### config.mk
export PLATFORM = sky130hd
export DESIGN_NAME = bts_queue
export DESIGN_NICKNAME = d
export VERILOG_FILES = /design/src/rtl/core/bts_pkg.sv /design/src/rtl/core/bts_queue.sv
export SDC_FILE = /design/constraint.sdc
export NUM_CORES = 1
export LEC_CHECK = 0
export CORE_MARGIN = 4
export CORE_UTILIZATION = 65
export CTS_BUF_LIST = sky130_fd_sc_hd__clkbuf_16
export CTS_CLUSTER_SIZE = 8
export DETAILED_ROUTE_END_ITERATION = 12
export DONT_BUFFER_PORTS = 1
export PLACE_DENSITY = 0.83
export SYNTH_ARGS = -nofsm -noshare
export SYNTH_HDL_FRONTEND = slang
export SYNTH_SLANG_ARGS = --single-unit
### constraint.sdc
create_clock -name i_clk -period 11.6 [get_ports i_clk]
set_clock_uncertainty 0.05 [all_clocks]
set_input_delay 3.48 -clock i_clk [delete_from_list [all_inputs] [get_ports i_clk]]
set_output_delay 3.48 -clock i_clk [all_outputs]
set_load 0.005 [all_outputs]
### src/rtl/core/bts_pkg.sv
// bts_pkg: shared types, constants and the blend function of the bilinear texture sampler
// no dependencies; imported by every module of the sampler core
`timescale 1ns / 1ps

package bts_pkg;

    localparam int PIX_W       = 16;
    localparam int XY_W        = 8;
    localparam int COORD_W     = 18;
    localparam int FRAC_W      = 16;
    localparam int SIZE_W      = 9;
    localparam int MAX_SIZE    = 256;
    localparam int ADDR_W      = 16;
    localparam int AREA_W      = 17;
    localparam int STORE_DEPTH = 65536;
    localparam int QUEUE_DEPTH = 2;
    localparam int QPTR_W      = $clog2(QUEUE_DEPTH);
    localparam int QCNT_W      = $clog2(QUEUE_DEPTH + 1);

    localparam logic [FRAC_W:0] COORD_ONE = (FRAC_W + 1)'(1) << FRAC_W;

    localparam logic CFG_IDX_WIDTH  = 1'b0;
    localparam logic CFG_IDX_HEIGHT = 1'b1;

    typedef enum logic [1:0] {
        OP_SAMPLE = 2'd0,
        OP_WRITE  = 2'd1,
        OP_READ   = 2'd2,
        OP_NONE   = 2'd3
    } t_op;

    typedef enum logic [2:0] {
        BS_IDLE,
        BS_FETCH,
        BS_TOP,
        BS_FINAL,
        BS_READ
    } t_bstate;

    typedef struct packed {
        t_op                op;
        logic               in_range;
        logic [ADDR_W-1:0]  addr;
        logic [PIX_W-1:0]   value;
        logic [XY_W-1:0]    x1;
        logic [XY_W-1:0]    x2;
        logic [XY_W-1:0]    y1;
        logic [XY_W-1:0]    y2;
        logic [FRAC_W-1:0]  t;
        logic [FRAC_W-1:0]  s;
    } t_cmd;

    typedef struct packed {
        logic full;
        logic empty;
    } t_qstat;

    // a + floor((b - a) * f / one), same as the weighted sum rounded down
    function automatic logic [PIX_W-1:0] blend(input logic [PIX_W-1:0] a,
                                               input logic [PIX_W-1:0] b,
                                               input logic [FRAC_W-1:0] f);
        logic signed [PIX_W:0]              diff;
        logic signed [PIX_W+FRAC_W+1:0]     prod;
        logic signed [PIX_W+1:0]            step;
        logic signed [PIX_W+1:0]            sum;
        diff = $signed({1'b0, b}) - $signed({1'b0, a});
        prod = diff * $signed({1'b0, f});
        step = prod[PIX_W+FRAC_W+1:FRAC_W];
        sum  = $signed({2'b00, a}) + step;
        return sum[PIX_W-1:0];
    endfunction

endpackage

### src/rtl/core/bts_queue.sv
// bts_queue: short command queue between the front stage and the back sequencer
// depends on bts_pkg
`timescale 1ns / 1ps

module bts_queue import bts_pkg::*; (
    input  logic    i_clk,
    input  logic    i_rst_n,
    input  logic    i_push,
    input  t_cmd    i_cmd,
    input  logic    i_pop,
    output t_cmd    o_head,
    output t_qstat  o_stat
);

    t_cmd                r_mem [QUEUE_DEPTH];
    logic [QPTR_W-1:0]   r_wr_ptr;
    logic [QPTR_W-1:0]   r_rd_ptr;
    logic [QCNT_W-1:0]   r_count;

    assign o_head       = r_mem[r_rd_ptr];
    assign o_stat.full  = r_count == QCNT_W'(QUEUE_DEPTH);
    assign o_stat.empty = r_count == '0;

    always_ff @(posedge i_clk) begin
        if (!i_rst_n) begin
            r_wr_ptr <= '0;
            r_rd_ptr <= '0;
            r_count  <= '0;
        end else begin
            if (i_push) begin
                r_wr_ptr <= r_wr_ptr + QPTR_W'(1);
            end
            if (i_pop) begin
                r_rd_ptr <= r_rd_ptr + QPTR_W'(1);
            end
            case ({i_push, i_pop})
                2'b10:   r_count <= r_count + QCNT_W'(1);
                2'b01:   r_count <= r_count - QCNT_W'(1);
                default: r_count <= r_count;
            endcase
        end
    end

    always_ff @(posedge i_clk) begin
        if (i_push) begin
            r_mem[r_wr_ptr] <= i_cmd;
        end
    end

endmodule

==> results.py, run 1 <==
metrics = {
    "cells_and_area": {
        "fin_util_pct": 75.6,
        "nNetsFinal": 457,
        "final_cell_mix": "edfxtp_1 (198), mux2_2 (99), clkbuf_16 (29)",
        "fillers": 598,
        "fin_area_sq_mm": 0.00827,
        "regArea_sq_mm": 0.00605,
        "antenna_cells": 0,
        "multi_input_area_sq_mm": 0.00124,
        "layout-drive-gt1-share_pct": 37.6,
        "syn2layout_area_growth_pct": 12.5,
        "final_common_cell": "edfxtp_1",
    },
    "timing": {
        "period_needed_ns": 5.91,
        "setup_viol": 0,
        "tightest_slew_ns": 0.928,
        "finalWorstSetupSlack_ns": 5.69,
        "rsz0062_at_grt": "false",
        "fin_setup_tns_ns": 0,
        "max_freq_mhz": 169,
        "hold_viol": 0,
        "relSlewSlack_pct": 38.1,
        "whs_ns": 0.475,
        "slew_viol_final": 0,
        "finalCritPeriodShare_pct": 51.0,
    },
    "logic_synthesis": {
        "synthArstFlopShare_pct": 0,
        "synthesis.nets": 434,
        "synthCells": 330,
        "syn-cell-area_sq_mm": 0.00735,
        "syn_area_per_cell_sq_um": 22.3,
        "synth_cell_types": 17,
        "ys_ff_latch": 203,
        "synth_edf_count": 198,
        "ys_seq_area_share_pct": 82.2,
        "synth_flop_cell": "edfxtp_1",
        "yosysWarnings": 0,
    },
    "route": {
        "wirelength_mm": 12.7,
        "drtIter0Drc": 202,
        "firstDrtPassIters": 4,
        "drc": 0,
        "num_vias": 3003,
        "via_per_inst": 5.96,
        "ant_nets": 0,
        "wire_per_inst_microns": 25.2,
    },
    "run_status": {
        "status": "complete, no violations",
    },
    "die": {
        "die_w_microns": 114,
        "start_util_pct": 67.2,
        "fp.dieArea_sq_mm": 0.0131,
        "rows": 38,
        "coreArea_sq_mm": 0.0109,
        "ios": 204,
        "chipHeight_microns": 114,
    },
    "power": {
        "irDropWorstVdd_mv": 0.155,
        "p_leak_nw": 2.76,
        "power_density_mw_per_mm2": 201,
    },
    "clocking": {
        "htreeDepth": 1,
        "clk_pin_slew_ns": 0.05,
        "cts_tree": "built",
        "post-cts-setup-buffers": 0,
        "clock_sinks": 203,
        "cts_hold_buf": 0,
        "clk_latency_ns": 0.50,
        "cts_root_buf": "clkbuf_16",
        "clockBufferDepth": 3,
        "cts_made_buffers": 29,
        "postCtsResizedCells": 0,
    },
    "critical_path": {
        "rr_startpoint": "r_wr_ptr",
        "critPathKind": "reg -> out",
        "endpoint_kind": "output port",
        "worstPathArrival_ns": 2.38,
        "worstPathMaxFanout": 51,
        "required_ns": 8.07,
        "critPathLaunchType": "register",
    },
    "global_route": {
        "grt_overflow": 0,
        "track_usage_pct": 19.5,
        "antenna_found_initial": 0,
        "grt_max_degree": 71,
        "grt_pass1_wl_mm": 19.4,
        "grt_pass1_vias": 3451,
    },
    "hold_path": {
        "hold_start": "r_count[1]",
        "hold_path_class": "reg -> reg",
    },
    "placement": {
        "dpl_cell_area_sq_mm": 0.00749,
        "preCtsSetupSlack_ns": 6.03,
        "io_buffers": 0,
        "gp_congestion": 0.757,
        "hpwl_mm": 8.25,
    },
    "job": {
        "maxCapViolations": 0,
    },
}
cells in the mapped netlist, types with 2 or more instances:
| master | n | share of area (%) |
|---|---|---|
| xnor2_1 | 2 | 0.24 |
| buf_6 | 3 | 0.46 |
| and2_1 | 4 | 0.34 |
| buf_2 | 8 | 0.54 |
| edfxtp_1 | 198 | 81 |
| mux2_2 | 99 | 15 |
| nor2_1 | 2 | 0.10 |
| dfxtp_1 | 5 | 1.4 |
report_power, final:
| part | leakage [nW] | total (mW) | switching (mW) | internal, mW |
|---|---|---|---|---|
| registers | 1.90 | 0.867 | 0.0163 | 0.851 |
| clock network | 0.421 | 0.704 | 0.265 | 0.440 |
| logic | 0.439 | 0.0890 | 0.0481 | 0.0409 |
stage by stage:
step	power, mW	std cells
2_1_floorplan	0.952	330
3_3_place_gp	0.966	462
3_5_place_dp	0.970	462
4_1_cts	1.68	504
5_1_grt	1.72	504
6_report	1.66	504
per-layer routing:
layer | vias to the layer above | share of wire (%) | track usage (%) | wire length (microns)
li1 | 1340 | - | - | -
met3 | 16 | 12 | 9.51 | 1570
met2 | 150 | 52 | 33.1 | 6550
met4 | 0 | 1.4 | 4.83 | 173
met1 | 1497 | 35 | 22.4 | 4400
met5 | - | 0 | 0 | 0
layout make-up:
cell class,instances,share of cell area (%)
flip-flops and latches,203,73.1
multi-input cells,115,15.0
clock buffers,29,8.77
well taps,140,2.12
clock inverters,13,0.696
repair buffers,3,0.272
inverters,1,0.0454
worst max-delay path: stages, from the launching register on:
cell     delay [ns]
dfxtp_4        0.75
buf_4          0.64
mux2_2         0.45
path summary, 6_finish.rpt:
| kind | end | slack [ns] | cells past startpoint |
|---|---|---|---|
| max reg2reg | r_mem[0][17] | 9.22 | 2 |
| min reg2reg | r_count[1] | 0.47 | 2 |
| max | o_head[17] | 5.69 | 2 |
| min | r_count[1] | 0.47 | 2 |
flip-flops by register name, indices dropped and copies added, names as in the netlist, named ones only:
name and flops:
r_rd_ptr 1, r_count 2, r_mem 198, r_wr_ptr 1
logic make-up (layout without fill, tap and decap cells):
group                    count (synthesis)  in the layout  share of synthesized area, %
adder cells (fa/ha/maj)                  1              1                         0.170
AND/OR/NAND/NOR                          9              9                         0.732
XOR/XNOR                                 3              3                         0.358
AO/OA/AOI/OAI                            3              3                         0.272
buffers and inverters                   12             46                          1.06
multiplexers                            99             99                          15.2
flip-flops                             203            203                          82.2
Power figures use the tool's default switching activity.
==> run 2, diff against run 1 <==
CORE_UTILIZATION = 56   (was 65)
PLACE_DENSITY = 0.76   (was 0.83)
clock period = 4.8 ns   (was 11.6 ns; I/O delays follow)
==> run 2 against run 1 <==
Compared with the run above:
- routed wire length is 3.1% lower
- largest cell class unchanged
- highest routed layer unchanged
- first-iteration DRC count is 26% lower
- die area up 15%
- register-to-register slack worse by 6.4 ns
- critical endpoint is now o_head[92]
- critical path type unchanged
==> results.py, run 2 (synthesis results as in run 1) <==
metrics = {
    "critical_path": {
        "cpMaxStageDelayCell": "dfxtp_4",
        "cp_cell_sequence": "buf_4, mux2_2",
        "required_ns": 3.31,
        "worstPathArrival_ns": 2.16,
        "cp_top_family": "flip-flops",
        "endpoint_kind": "output port",
        "r2r_setup_slack_ns": 2.83,
        "critPathKind": "reg -> out",
        "critPathLaunchType": "register",
        "worstPathMaxFanout": 48,
        "crit_buf_inv": 1,
        "critPathMaxStageDelay_ns": 0.75,
    },
    "global_route": {
        "track_usage_pct": 16.0,
        "grt_pass1_vias": 3221,
        "grt_pass1_wl_mm": 18.3,
        "grt_max_degree": 73,
        "antenna_found_initial": 0,
        "grt_overflow": 0,
    },
    "power": {
        "p_leak_nw": 2.84,
        "irDropWorstVdd_mv": 0.420,
        "power_density_mw_per_mm2": 479,
    },
    "cells_and_area": {
        "syn2layout_area_growth_pct": 14.0,
        "final_common_cell": "edfxtp_1",
        "layoutNonFillerInstCount": 550,
        "largest_register_ffs": 198,
        "antenna_cells": 0,
        "largest-register": "r_mem",
        "reg.largest.list": "r_mem: 198 flops, r_count: 2 flops",
        "final_cell_mix": "edfxtp_1 (198), mux2_2 (99), clkbuf_16 (29)",
        "fillers": 853,
        "layout-drive-gt1-share_pct": 36.8,
        "fin_util_pct": 65.9,
        "nNetsFinal": 460,
    },
    "clocking": {
        "clk_latency_ns": 0.50,
        "cts_made_buffers": 29,
        "htreeDepth": 1,
        "postCtsResizedCells": 0,
        "cts_root_buf": "clkbuf_16",
        "cts_hold_buf": 0,
        "post-cts-setup-buffers": 0,
        "clock_sinks": 203,
        "clk_pin_slew_ns": 0.05,
        "cts_tree": "built",
        "clockBufferDepth": 3,
    },
    "timing": {
        "tightest_slew_ns": 0.977,
        "finalWorstSetupSlack_ns": 1.15,
        "slew_viol_final": 0,
        "setup_viol": 0,
        "rsz0062_at_grt": "false",
        "relSlewSlack_pct": 34.8,
        "finalCritPeriodShare_pct": 76.1,
        "hold_viol": 0,
        "fin_setup_tns_ns": 0,
        "max_freq_mhz": 274,
        "period_needed_ns": 3.65,
    },
    "die": {
        "fp.dieArea_sq_mm": 0.0150,
        "rows": 41,
        "ios": 204,
        "chipHeight_microns": 123,
        "coreArea_sq_mm": 0.0127,
        "start_util_pct": 57.8,
        "die_w_microns": 123,
    },
    "route": {
        "via_per_inst": 5.49,
        "ant_nets": 0,
        "drtIter0Drc": 149,
        "firstDrtPassIters": 4,
        "wirelength_mm": 12.3,
        "wire_per_inst_microns": 22.4,
        "num_vias": 3022,
        "drc": 0,
    },
    "placement": {
        "post-place-cells": 497,
        "gp_congestion": 0.719,
        "preCtsSetupSlack_ns": 1.63,
        "io_buffers": 0,
        "hpwl_mm": 7.96,
    },
    "hold_path": {
        "hold_path_class": "reg -> reg",
    },
    "job": {
        "maxCapViolations": 0,
    },
    "run_status": {
        "status": "complete, no violations",
    },
}
run 2: cell count changes in the layout (fill, tap and decap cells not counted):
cell / previous run / this run
buf_12: 0 / 1
buf_4: 3 / 5
inv_1: 12 / 24
inv_6: 1 / 0
run 2: worst min-delay path: stages (launching register included):
cell and delay, ns:
dfxtp_1 0.32, o21ai_0 0.08, a21boi_1 0.06
run 2: report_power, final:
part	total (mW)	internal, mW	switching, mW
combinational	0.219	0.103	0.117
clock	1.71	1.07	0.636
sequential	2.09	2.05	0.0368
total	4.02	3.23	0.789
run 2: per-layer routing:
layer / up-vias / wire [microns] / GRT usage, %
li1: 1368 / - / -
met1: 1490 / 4160 / 17.5
met2: 143 / 6380 / 27.7
met3: 21 / 1520 / 7.88
met4: 0 / 244 / 4.97
met5: - / 0 / 0
run 2: final timing paths:
| path | start | to | depth (start not counted) |
|---|---|---|---|
| min reg2reg | r_count[1] | r_count[1] | 2 |
| max reg2reg | r_wr_ptr | r_mem[1][76] | 2 |
| max | register | o_head[92] | 2 |
| min | r_count[1] | r_count[1] | 2 |
run 2: layout make-up:
class	instances	area (sq um)	area share [%]
clock buffers	29	726	8.66
well taps	172	215	2.57
clock inverters	24	93.8	1.12
flip-flops and latches	203	6050	72.2
inverters	1	3.75	0.0448
multi-input cells	115	1240	14.8
repair buffers	6	57.6	0.687
run 2: stage by stage:
step	cell area [sq um]	power (mW)	hold slack (ns)
floorplan	7350	2.30	0.416
global placement	7560	2.34	0.426
detailed placement	7560	2.35	0.452
CTS	8380	4.07	0.462
global route	8380	4.18	0.531
finish	8380	4.02	0.462
