**config.mk**
```make
export PLATFORM = sky130hd
export DESIGN_NAME = bts_front
export DESIGN_NICKNAME = d
export VERILOG_FILES = /design/src/rtl/core/bts_pkg.sv /design/src/rtl/core/bts_front.sv
export SDC_FILE = /design/constraint.sdc
export NUM_CORES = 1
export LEC_CHECK = 0
export ABC_AREA = 1
export BUFFER_PORTS_ARGS = -buffer_cell sky130_fd_sc_hd__buf_2
export CORE_ASPECT_RATIO = 0.6
export CORE_UTILIZATION = 45
export CTS_BUF_LIST = sky130_fd_sc_hd__clkbuf_16
export DETAILED_ROUTE_END_ITERATION = 16
export PLACE_DENSITY = 0.66
export SLEW_MARGIN = 20
export SYNTH_ARGS = -nofsm -noshare
export SYNTH_HDL_FRONTEND = slang
export SYNTH_SLANG_ARGS = --single-unit
```
**constraint.sdc**
```tcl
create_clock -name i_clk -period 8.16 [get_ports i_clk]
set_input_delay 1.632 -clock i_clk [delete_from_list [all_inputs] [get_ports i_clk]]
set_output_delay 1.632 -clock i_clk [all_outputs]
set_load 0.01 [all_outputs]
```
**src/rtl/core/bts_pkg.sv**
```systemverilog
// bts_pkg: shared types, constants and the blend function of the bilinear texture sampler
// no dependencies; imported by every module of the sampler core
`timescale 1ns / 1ps

package bts_pkg;

    localparam int PIX_W       = 16;
    localparam int XY_W        = 8;
    localparam int COORD_W     = 18;
    localparam int FRAC_W      = 16;
    localparam int SIZE_W      = 9;
    localparam int MAX_SIZE    = 256;
    localparam int ADDR_W      = 16;
    localparam int AREA_W      = 17;
    localparam int STORE_DEPTH = 65536;
    localparam int QUEUE_DEPTH = 2;
    localparam int QPTR_W      = $clog2(QUEUE_DEPTH);
    localparam int QCNT_W      = $clog2(QUEUE_DEPTH + 1);

    localparam logic [FRAC_W:0] COORD_ONE = (FRAC_W + 1)'(1) << FRAC_W;

    localparam logic CFG_IDX_WIDTH  = 1'b0;
    localparam logic CFG_IDX_HEIGHT = 1'b1;

    typedef enum logic [1:0] {
        OP_SAMPLE = 2'd0,
        OP_WRITE  = 2'd1,
        OP_READ   = 2'd2,
        OP_NONE   = 2'd3
    } t_op;

    typedef enum logic [2:0] {
        BS_IDLE,
        BS_FETCH,
        BS_TOP,
        BS_FINAL,
        BS_READ
    } t_bstate;

    typedef struct packed {
        t_op                op;
        logic               in_range;
        logic [ADDR_W-1:0]  addr;
        logic [PIX_W-1:0]   value;
        logic [XY_W-1:0]    x1;
        logic [XY_W-1:0]    x2;
        logic [XY_W-1:0]    y1;
        logic [XY_W-1:0]    y2;
        logic [FRAC_W-1:0]  t;
        logic [FRAC_W-1:0]  s;
    } t_cmd;

    typedef struct packed {
        logic full;
        logic empty;
    } t_qstat;

    // a + floor((b - a) * f / one), same as the weighted sum rounded down
    function automatic logic [PIX_W-1:0] blend(input logic [PIX_W-1:0] a,
                                               input logic [PIX_W-1:0] b,
                                               input logic [FRAC_W-1:0] f);
        logic signed [PIX_W:0]              diff;
        logic signed [PIX_W+FRAC_W+1:0]     prod;
        logic signed [PIX_W+1:0]            step;
        logic signed [PIX_W+1:0]            sum;
        diff = $signed({1'b0, b}) - $signed({1'b0, a});
        prod = diff * $signed({1'b0, f});
        step = prod[PIX_W+FRAC_W+1:FRAC_W];
        sum  = $signed({2'b00, a}) + step;
        return sum[PIX_W-1:0];
    endfunction

endpackage

```
**src/rtl/core/bts_front.sv**
```systemverilog
// bts_front: input stage, clamps and scales coordinates, forms flat indexes and range flags
// depends on bts_pkg; feeds bts_queue
`timescale 1ns / 1ps

module bts_front import bts_pkg::*; (
    input  logic                i_clk,
    input  logic                i_rst_n,
    input  logic                i_valid,
    output logic                o_ready,
    input  t_op                 i_op,
    input  logic [XY_W-1:0]     i_pixel_x,
    input  logic [XY_W-1:0]     i_pixel_y,
    input  logic [PIX_W-1:0]    i_pixel_value,
    input  logic [COORD_W-1:0]  i_coord_u,
    input  logic [COORD_W-1:0]  i_coord_v,
    input  logic [SIZE_W-1:0]   i_width,
    input  logic [SIZE_W-1:0]   i_height,
    input  t_qstat              i_qstat,
    output logic                o_push,
    output t_cmd                o_cmd
);

    localparam int SCALE_W = FRAC_W + SIZE_W;

    logic                r_fv;
    t_op                 r_op;
    logic [XY_W-1:0]     r_px;
    logic [XY_W-1:0]     r_py;
    logic [PIX_W-1:0]    r_val;
    logic [COORD_W-1:0]  r_u;
    logic [COORD_W-1:0]  r_v;
    logic [AREA_W-1:0]   r_area;

    logic [FRAC_W:0]     cu;
    logic [FRAC_W:0]     cv;
    logic [SCALE_W-1:0]  su;
    logic [SCALE_W-1:0]  sv;
    logic [SIZE_W-1:0]   xr;
    logic [SIZE_W-1:0]   yr;
    logic [XY_W-1:0]     x1;
    logic [XY_W-1:0]     y1;
    logic [SIZE_W-1:0]   xn;
    logic [SIZE_W-1:0]   yn;
    logic [AREA_W-1:0]   idx;
    logic                idx_ok;
    logic                accept;

    function automatic logic [FRAC_W:0] clamp_coord(input logic [COORD_W-1:0] c);
        logic [FRAC_W:0] r;
        if (c[COORD_W-1]) begin
            r = '0;
        end else if (c[FRAC_W:0] > COORD_ONE) begin
            r = COORD_ONE;
        end else begin
            r = c[FRAC_W:0];
        end
        return r;
    endfunction

    assign o_push  = r_fv && !i_qstat.full;
    assign o_ready = !r_fv || o_push;
    assign accept  = i_valid && o_ready;

    always_ff @(posedge i_clk) begin
        if (!i_rst_n) begin
            r_fv <= 1'b0;
        end else if (accept) begin
            r_fv <= 1'b1;
        end else if (o_push) begin
            r_fv <= 1'b0;
        end
    end

    always_ff @(posedge i_clk) begin
        if (accept) begin
            r_op  <= i_op;
            r_px  <= i_pixel_x;
            r_py  <= i_pixel_y;
            r_val <= i_pixel_value;
            r_u   <= i_coord_u;
            r_v   <= i_coord_v;
        end
        r_area <= AREA_W'(i_width) * AREA_W'(i_height);
    end

    always_comb begin
        cu = clamp_coord(r_u);
        cv = clamp_coord(r_v);
        su = SCALE_W'(cu) * SCALE_W'(i_width);
        sv = SCALE_W'(cv) * SCALE_W'(i_height);
        xr = su[SCALE_W-1:FRAC_W];
        yr = sv[SCALE_W-1:FRAC_W];
        // floor equals size only at coordinate one, which wraps to zero
        x1 = (xr == i_width)  ? '0 : xr[XY_W-1:0];
        y1 = (yr == i_height) ? '0 : yr[XY_W-1:0];
        xn = {1'b0, x1} + SIZE_W'(1);
        yn = {1'b0, y1} + SIZE_W'(1);
        idx    = AREA_W'(r_py) * AREA_W'(i_width) + AREA_W'(r_px);
        idx_ok = idx < r_area;
    end

    always_comb begin
        o_cmd.op    = r_op;
        o_cmd.addr  = idx[ADDR_W-1:0];
        o_cmd.value = r_val;
        o_cmd.x1    = x1;
        o_cmd.y1    = y1;
        o_cmd.x2    = (xn == i_width)  ? '0 : xn[XY_W-1:0];
        o_cmd.y2    = (yn == i_height) ? '0 : yn[XY_W-1:0];
        o_cmd.t     = su[FRAC_W-1:0];
        o_cmd.s     = sv[FRAC_W-1:0];
        case (r_op)
            OP_SAMPLE: o_cmd.in_range = 1'b1;
            OP_WRITE:  o_cmd.in_range = idx_ok;
            OP_READ:   o_cmd.in_range = idx_ok;
            default:   o_cmd.in_range = 1'b0;
        endcase
    end

endmodule

```
==> impl_results.md, run 1 <==
* Outcome: finished with violations
* Failing checks: negative setup slack
* Dpl hpwl at 50600 µm
* Slew Viols, Final at 0
* Synthesized area per cell at between 7 and 8 µm²
* Hold_sp: r_fv
* R2R Setup Slk at 6.63 ns
* Core Box Area at 41870 µm²
* Largest net degree at the start of global routing at 71
* Highest net fanout along the worst path at 8
* RSZ-0062 raised after global routing: yes
* Via-per-instance ratio at about 5.0
* Area grow syn2layout at 42.37%
* RePlAce Congestion at 0.9772
* Synth Flop Type: edfxtp_1
* FF+latch count, synth at 88
* Worst slew pin tran at 0.7949 ns
* Final Net Count at roughly 3800
* Hold Crit Depth at 2
* Reg-to-Reg Start: r_fv
* Share of layout cells above drive strength 1 at between 30% and 40%
* Cell row count at 58
* Sink Count at 88
* First-pass GRT wire length at 99360 µm
* Hold Violations, Final at 0
* Cell Area, Placed at 23780 µm²
* Achievable Freq at between 100 and 150 MHz
* Worst hold slack at 0.5356 ns
* Clock buffer depth at 2
* Gate Count Post-Synth at approximately 2600
* Final core area utilization at 64.98%
* Number of global-route vias before repair at 18670
* Synth top area share at 32.37%
* DP Cell Count at 3666
* Layout Cells excl Fill at 3761
* Syn Std Cell Area at 19110 µm²
* Critical Path Sink Type: output port
* Final Cycle Share at 110.5%
* Yosys cell types at 44
* Crit path time final at roughly 9.0 ns
* IO buf count at around 190
* GR Overflow Total at 0
* Clk Latency, worst-skew pair at 0.38 ns
* TritonCTS Buffers at 9
* I/O pin count at approximately 190
* Gr usage total at 29.90%
* Post-synthesis sequential area ratio at 12.88%
* Hold path endpoint: r_fv
* Synthesis Warnings at 0
* Family with the most delay on the worst path: simple AND/OR/NAND/NOR gates
* Per-cell routed wire length at 17.50 µm
* Synth area leaders: fa_1 (32%), nand2_1 (13%), inv_1 (13%)
* Chip height at 161.6 µm
* Initial antenna violation count at 2
* Worst endpoint required time at approximately 6.5 ns
* Final WS setup at -0.8607 ns
* R2R depth at 2
* EDFF count, synth at 70
* H-tree Lvls at 3
* Worst path bufs/invs at 12
* LEAKAGE at around 15 nW
* Vias at 18890
* Crit path top cell by count: nand2_2
* Hold-fix buffers at CTS at 0
* Design area at 27210 µm²
* Max rail drop VDD at 0.1931 mV
* Post-route antenna net violation count at 0
* Drt total wl at 65810 µm
* # DRC at 0
* Router iterations before antenna repair at 6
* Crit path DAT at ~7.4 ns
* Worst setup startpoint: r_u[6]
* Die W at 268.1 µm
* CP startpoint kind: flip-flop
* R2R Path End: r_v[13]
* Max Cap Violations at 0
* CP Class: flip-flop to output port
* CTS tree: yes
* Total die area at 43330 µm²
* Post-synth top area cell: fa_1
* Most frequent cells after synthesis: nand2_1 (671), inv_1 (669), fa_1 (309)
* Max-slew headroom at 47.01%
* Detailed router's first-iteration violation count at roughly 1800
* Setup TNS at -13.91 ns
* Hold Path Class: flip-flop to flip-flop
* Most numerous cell in the Yosys netlist: nand2_1
* CTS Root Cell: clkbuf_16
* CP max stage cell: fa_1
* Endpoints failing setup at 26
* Initial Utilization at 45.64%
* Net Count, Synth at 3136
* Asr flop ratio synth at 0%
* Final Skew at approximately 0.0085 ns
* Max stage delay on crit path at 0.53 ns
* Clock transition at path regs at 0.08 ns
* Power Density at approximately 190 nW/µm²
==> placed cells by master, fill, tap and decap left out, types with 3 or more instances in the layout <==
cell | netlist | final
nor3_4 | 0 | 5
dfxtp_1 | 18 | 18
buf_2 | 1 | 169
nor3_2 | 2 | 11
buf_6 | 1 | 46
fa_2 | 0 | 13
buf_12 | 0 | 19
a21o_1 | 3 | 3
buf_8 | 0 | 6
inv_2 | 0 | 43
o21ai_0 | 15 | 12
xor2_1 | 35 | 35
a21oi_2 | 0 | 16
a21oi_4 | 0 | 10
clkbuf_16 | 0 | 14
inv_1 | 669 | 617
clkinvlp_4 | 0 | 9
xnor2_1 | 19 | 19
edfxtp_1 | 70 | 70
nand3b_1 | 9 | 9
nor2_1 | 234 | 159
nand4_1 | 16 | 16
nand3_2 | 3 | 32
nand2_4 | 0 | 37
nand3_4 | 0 | 13
nor2_2 | 3 | 39
nand3_1 | 112 | 70
nor3_1 | 21 | 7
clkinv_1 | 5 | 3
ha_4 | 0 | 27
ha_1 | 180 | 150
a21oi_1 | 60 | 34
buf_4 | 2 | 442
nand2_2 | 3 | 98
nor2_4 | 1 | 40
o21bai_1 | 7 | 5
nand2_1 | 671 | 539
ha_2 | 0 | 3
fa_1 | 309 | 296
==> cell families after synthesis <==
| logic type | Yosys count | synth area share (%) |
|---|---|---|
| fa+ha+maj | 489 | 44.15 |
| xor+xnor | 54 | 2.475 |
| simple gates | 1082 | 22.91 |
| buf+inv | 745 | 14.72 |
| compound gates | 96 | 2.854 |
| flops | 88 | 12.88 |
==> layout make-up <==
cell class                 instances  area [µm²]
sequential                        88        2462
timing repair buffer             690        5365
tap                              570       713.2
fill                            3434       14660
inverter                         674        2571
multi-input combinational       1721       15770
clock inverter                     7       97.59
clock buffer                       9       225.2
antenna                            2       5.005
==> stage by stage <==
| stage | power (mW) | setup slack, ns |
|---|---|---|
| 2_1_floorplan | 2.460 | 0.0007456 |
| 3_3_place_gp | 3.823 | -0.9344 |
| 6_report | 5.190 | -0.8607 |
| 3_5_place_dp | 3.931 | -0.9892 |
| 5_1_grt | 5.598 | -1.080 |
| 4_1_cts | 4.774 | -0.7341 |
==> per-layer routing <==
layer	wire, µm	GRT usage (%)	part of all wire, %	vias up
li1	-	-	-	8793
met1	30010	46.62	46	9107
met2	26650	40.83	41	919
met3	8221	8.477	12	69
met4	927	5.039	1.4	0
met5	0	0	0	-
==> flip-flops by register name (all words and copies together), names as in the netlist <==
| signal | cells |
|---|---|
| r_area | 17 |
| r_val | 16 |
| r_py | 8 |
| r_u | 18 |
| r_op | 2 |
| r_px | 8 |
| r_fv | 1 |
| r_v | 18 |
==> worst max-delay path by stage <==
stage	cells after the start	slack, ns	end
finish	42	-0.86	o_cmd[55]
global route	43	-1.08	o_cmd[55]
CTS	44	-0.73	o_cmd[54]
detailed placement	34	-0.99	o_cmd[38]
global placement	32	-0.93	o_cmd[38]
floorplan	31	0.0007	o_cmd[32]
==> worst register-to-register path, cell delays in order (launching register included) <==
cell     delay, ns
dfxtp_1       0.35
a21oi_4       0.13
buf_6         0.60
==> report_power, final <==
group	internal, mW	switching [mW]
combinational	1.88	2.23
clock	0.270	0.231
sequential	0.554	0.0253
==> what timing repair did <==
action,4_1_cts,5_1_grt
gates cloned,2,5
buffers inserted,30,43
resized for setup,253,352
endpoints found under the setup margin,35,35
pin swaps,106,177
Power figures use the tool's default switching activity.
==> run 2: changes to the inputs <==
--- a/config.mk
+++ b/config.mk
@@ -12,6 +12,7 @@
 export CTS_BUF_LIST = sky130_fd_sc_hd__clkbuf_16
 export DETAILED_ROUTE_END_ITERATION = 16
 export PLACE_DENSITY = 0.66
+export REMOVE_ABC_BUFFERS = 1
 export SLEW_MARGIN = 20
 export SYNTH_ARGS = -nofsm -noshare
 export SYNTH_HDL_FRONTEND = slang
==> impl_results.md, run 2 (synthesis results as in run 1) <==
* R2R depth at 2 (unchanged)
* CP startpoint kind: flip-flop
* Failing checks: negative setup slack
* Final Net Count at 3755 (-0.29%)
* Design area at 27180 µm² (about the same)
* Gr usage total at 30.12% (+0.22 points)
* Max stage delay on crit path at 0.54 ns (about the same)
* Endpoints failing setup at 31 (+19%)
* RSZ-0062 raised after global routing: yes
* Achievable Freq at 109.9 MHz (-0.91%)
* Setup TNS at -15.92 ns (-2.009 ns)
* DP Cell Count at 3661 (-0.14%)
* Number of global-route vias before repair at 18730 (+0.31%)
* Cell Area, Placed at 23740 µm² (-0.17%)
* Dpl hpwl at 51590 µm (+2.0%)
* Hold Violations, Final at 0 (unchanged)
* Chip height at 161.6 µm (unchanged)
* Max rail drop VDD at 0.1940 mV (+0.45%)
* GR Overflow Total at 0 (unchanged)
* Cell row count at 58 (unchanged)
* Worst hold slack at 0.5456 ns (+0.01008 ns)
* Router iterations before antenna repair at 6 (unchanged)
* CP max stage cell: fa_1
* CTS Root Cell: clkbuf_16
* Share of layout cells above drive strength 1 at 35.53% (+0.59 points)
* Hold path endpoint: r_fv
* Layout Cells excl Fill at 3749 (-0.32%)
* H-tree Lvls at 3 (unchanged)
* Crit path time final at 9.103 ns (+0.08267 ns)
* Worst endpoint required time at 6.53 ns (about the same)
* Initial Utilization at 45.64% (unchanged)
* TritonCTS Buffers at 9 (unchanged)
* Largest net degree at the start of global routing at 71 (unchanged)
* Hold-fix buffers at CTS at 0 (unchanged)
* Vias at 18730 (-0.83%)
* Critical Path Sink Type: output port
* Via-per-instance ratio at 4.997 (-0.51%)
* Die W at 268.1 µm (unchanged)
* Worst slew pin tran at 1.083 ns (+0.2884 ns)
* Most frequent cells in the layout: inv_1 (611), nand2_1 (523), buf_4 (425)
* Final Cycle Share at 111.6% (+1.0 points)
* Final Skew at 0.009578 ns (+0.001127 ns)
* Hold Path Class: flip-flop to flip-flop
* R2R Path End: r_v[14]
* Fillers at 3471 (+1.1%)
* Max-slew headroom at 27.78% (-19 points)
* LEAKAGE at 14.82 nW (-0.49%)
* Reg-to-Reg Start: r_fv
* Drt total wl at 65120 µm (-1.0%)
* Post-route antenna net violation count at 0 (unchanged)
* Highest net fanout along the worst path at 8 (unchanged)
* Initial antenna violation count at 1 (-1)
* Clock transition at path regs at 0.08 ns (about the same)
* Dpl ws at -1.001 ns (-0.01164 ns)
* # DRC at 0 (unchanged)
* Outcome: finished with violations
* CTS tree: yes
* Total Power at 5.174 mW (-0.31%)
* Clk Latency, worst-skew pair at 0.38 ns (about the same)
* Clock buffer depth at 2 (unchanged)
* R2R Setup Slk at 6.43 ns (-0.20 ns)
* Crit path DAT at 7.47 ns (+0.08 ns)
* Final core area utilization at 64.92% (about the same)
* Total die area at 43330 µm² (unchanged)
* Power Density at 190.3 nW/µm² (-0.22%)
* Sink Count at 88 (unchanged)
* IO buf count at 192 (unchanged)
* Largest regs: r_u (18), r_v (18), r_area (17)
* Hold_sp: r_fv
* Per-cell routed wire length at 17.37 µm (-0.72%)
* RePlAce Congestion at 0.9729 (-0.44%)
* Detailed router's first-iteration violation count at 1688 (-5.9%)
* I/O pin count at 194 (unchanged)
* CP Class: flip-flop to output port
* Core Box Area at 41870 µm² (unchanged)
* Most common cell after layout, fill and taps aside: inv_1
* Area grow syn2layout at 42.23% (about the same)
* Hold Crit Depth at 2 (unchanged)
* Final WS setup at -0.9433 ns (-0.08267 ns)
* Slew Viols, Final at 0 (unchanged)
* First-pass GRT wire length at 99770 µm (+0.42%)
* Max Cap Violations at 0 (unchanged)
run 2: cell count changes in the layout (fill, tap and decap cells not counted), moves of 4 or more:
cell     before  now
buf_4       442  425
nor2_1      159  155
nand2_1     539  523
buf_6        46   54
nor3_2       11    7
inv_2        43   47
buf_2       169  173
inv_1       617  611
ha_4         27   31
nand2_2      98  110
buf_8         6    2
nor2_2       39   45
run 2: cell type report:
class                      count  area (µm²)  share of cell area [%]
multi-input combinational   1721       15890                   58.44
timing repair buffer         679        5240                   19.28
inverter                     674        2575                   9.473
sequential                    88        2462                   9.058
tap                          570       713.2                   2.624
clock buffer                   9       225.2                  0.8285
clock inverter                 7       78.83                  0.2900
antenna                        1       2.502                0.009206
run 2: worst max-delay path: cells and delay by family (launching register included):
| kind | cells | cell delay [ns] |
|---|---|---|
| AOI/OAI and AO/OA | 3 | 0.38 |
| adders and majority gates | 5 | 2.19 |
| and+or+nand+nor | 22 | 2.47 |
| buffers and inverters | 14 | 1.60 |
| DFF | 1 | 0.40 |
run 2: worst max path at each step:
stage / startpoint / to / slack [ns] / cells past startpoint
after floorplan: i_height[3] / o_cmd[32] / -0.005 / 30
after global placement: i_width[1] / o_cmd[54] / -0.92 / 36
after CTS: r_u[4] / o_cmd[53] / -0.76 / 42
after global routing: r_u[4] / o_cmd[50] / -1.22 / 44
final: r_u[4] / o_cmd[52] / -0.94 / 44
after detailed placement: i_height[6] / o_cmd[39] / -1.00 / 31
run 2: routing by layer:
layer,GRT usage (%),part of all wire [%]
met5,0,0
met4,4.156,1.1
met3,9.605,12
met2,40.72,40
met1,46.92,47
run 2: repair_timing:
action                                  4_1_cts  5_1_grt
cloned                                        4        2
hold endpoints to repair                      0        0
endpoints found under the setup margin       34       34
pin swaps                                   122      188
buffers inserted                             34       37
gates resized for setup                     314      319
run 2: report_power, final:
group          internal, mW  switching [mW]
clock network         0.242           0.226
registers             0.554          0.0254
logic                  1.89            2.23
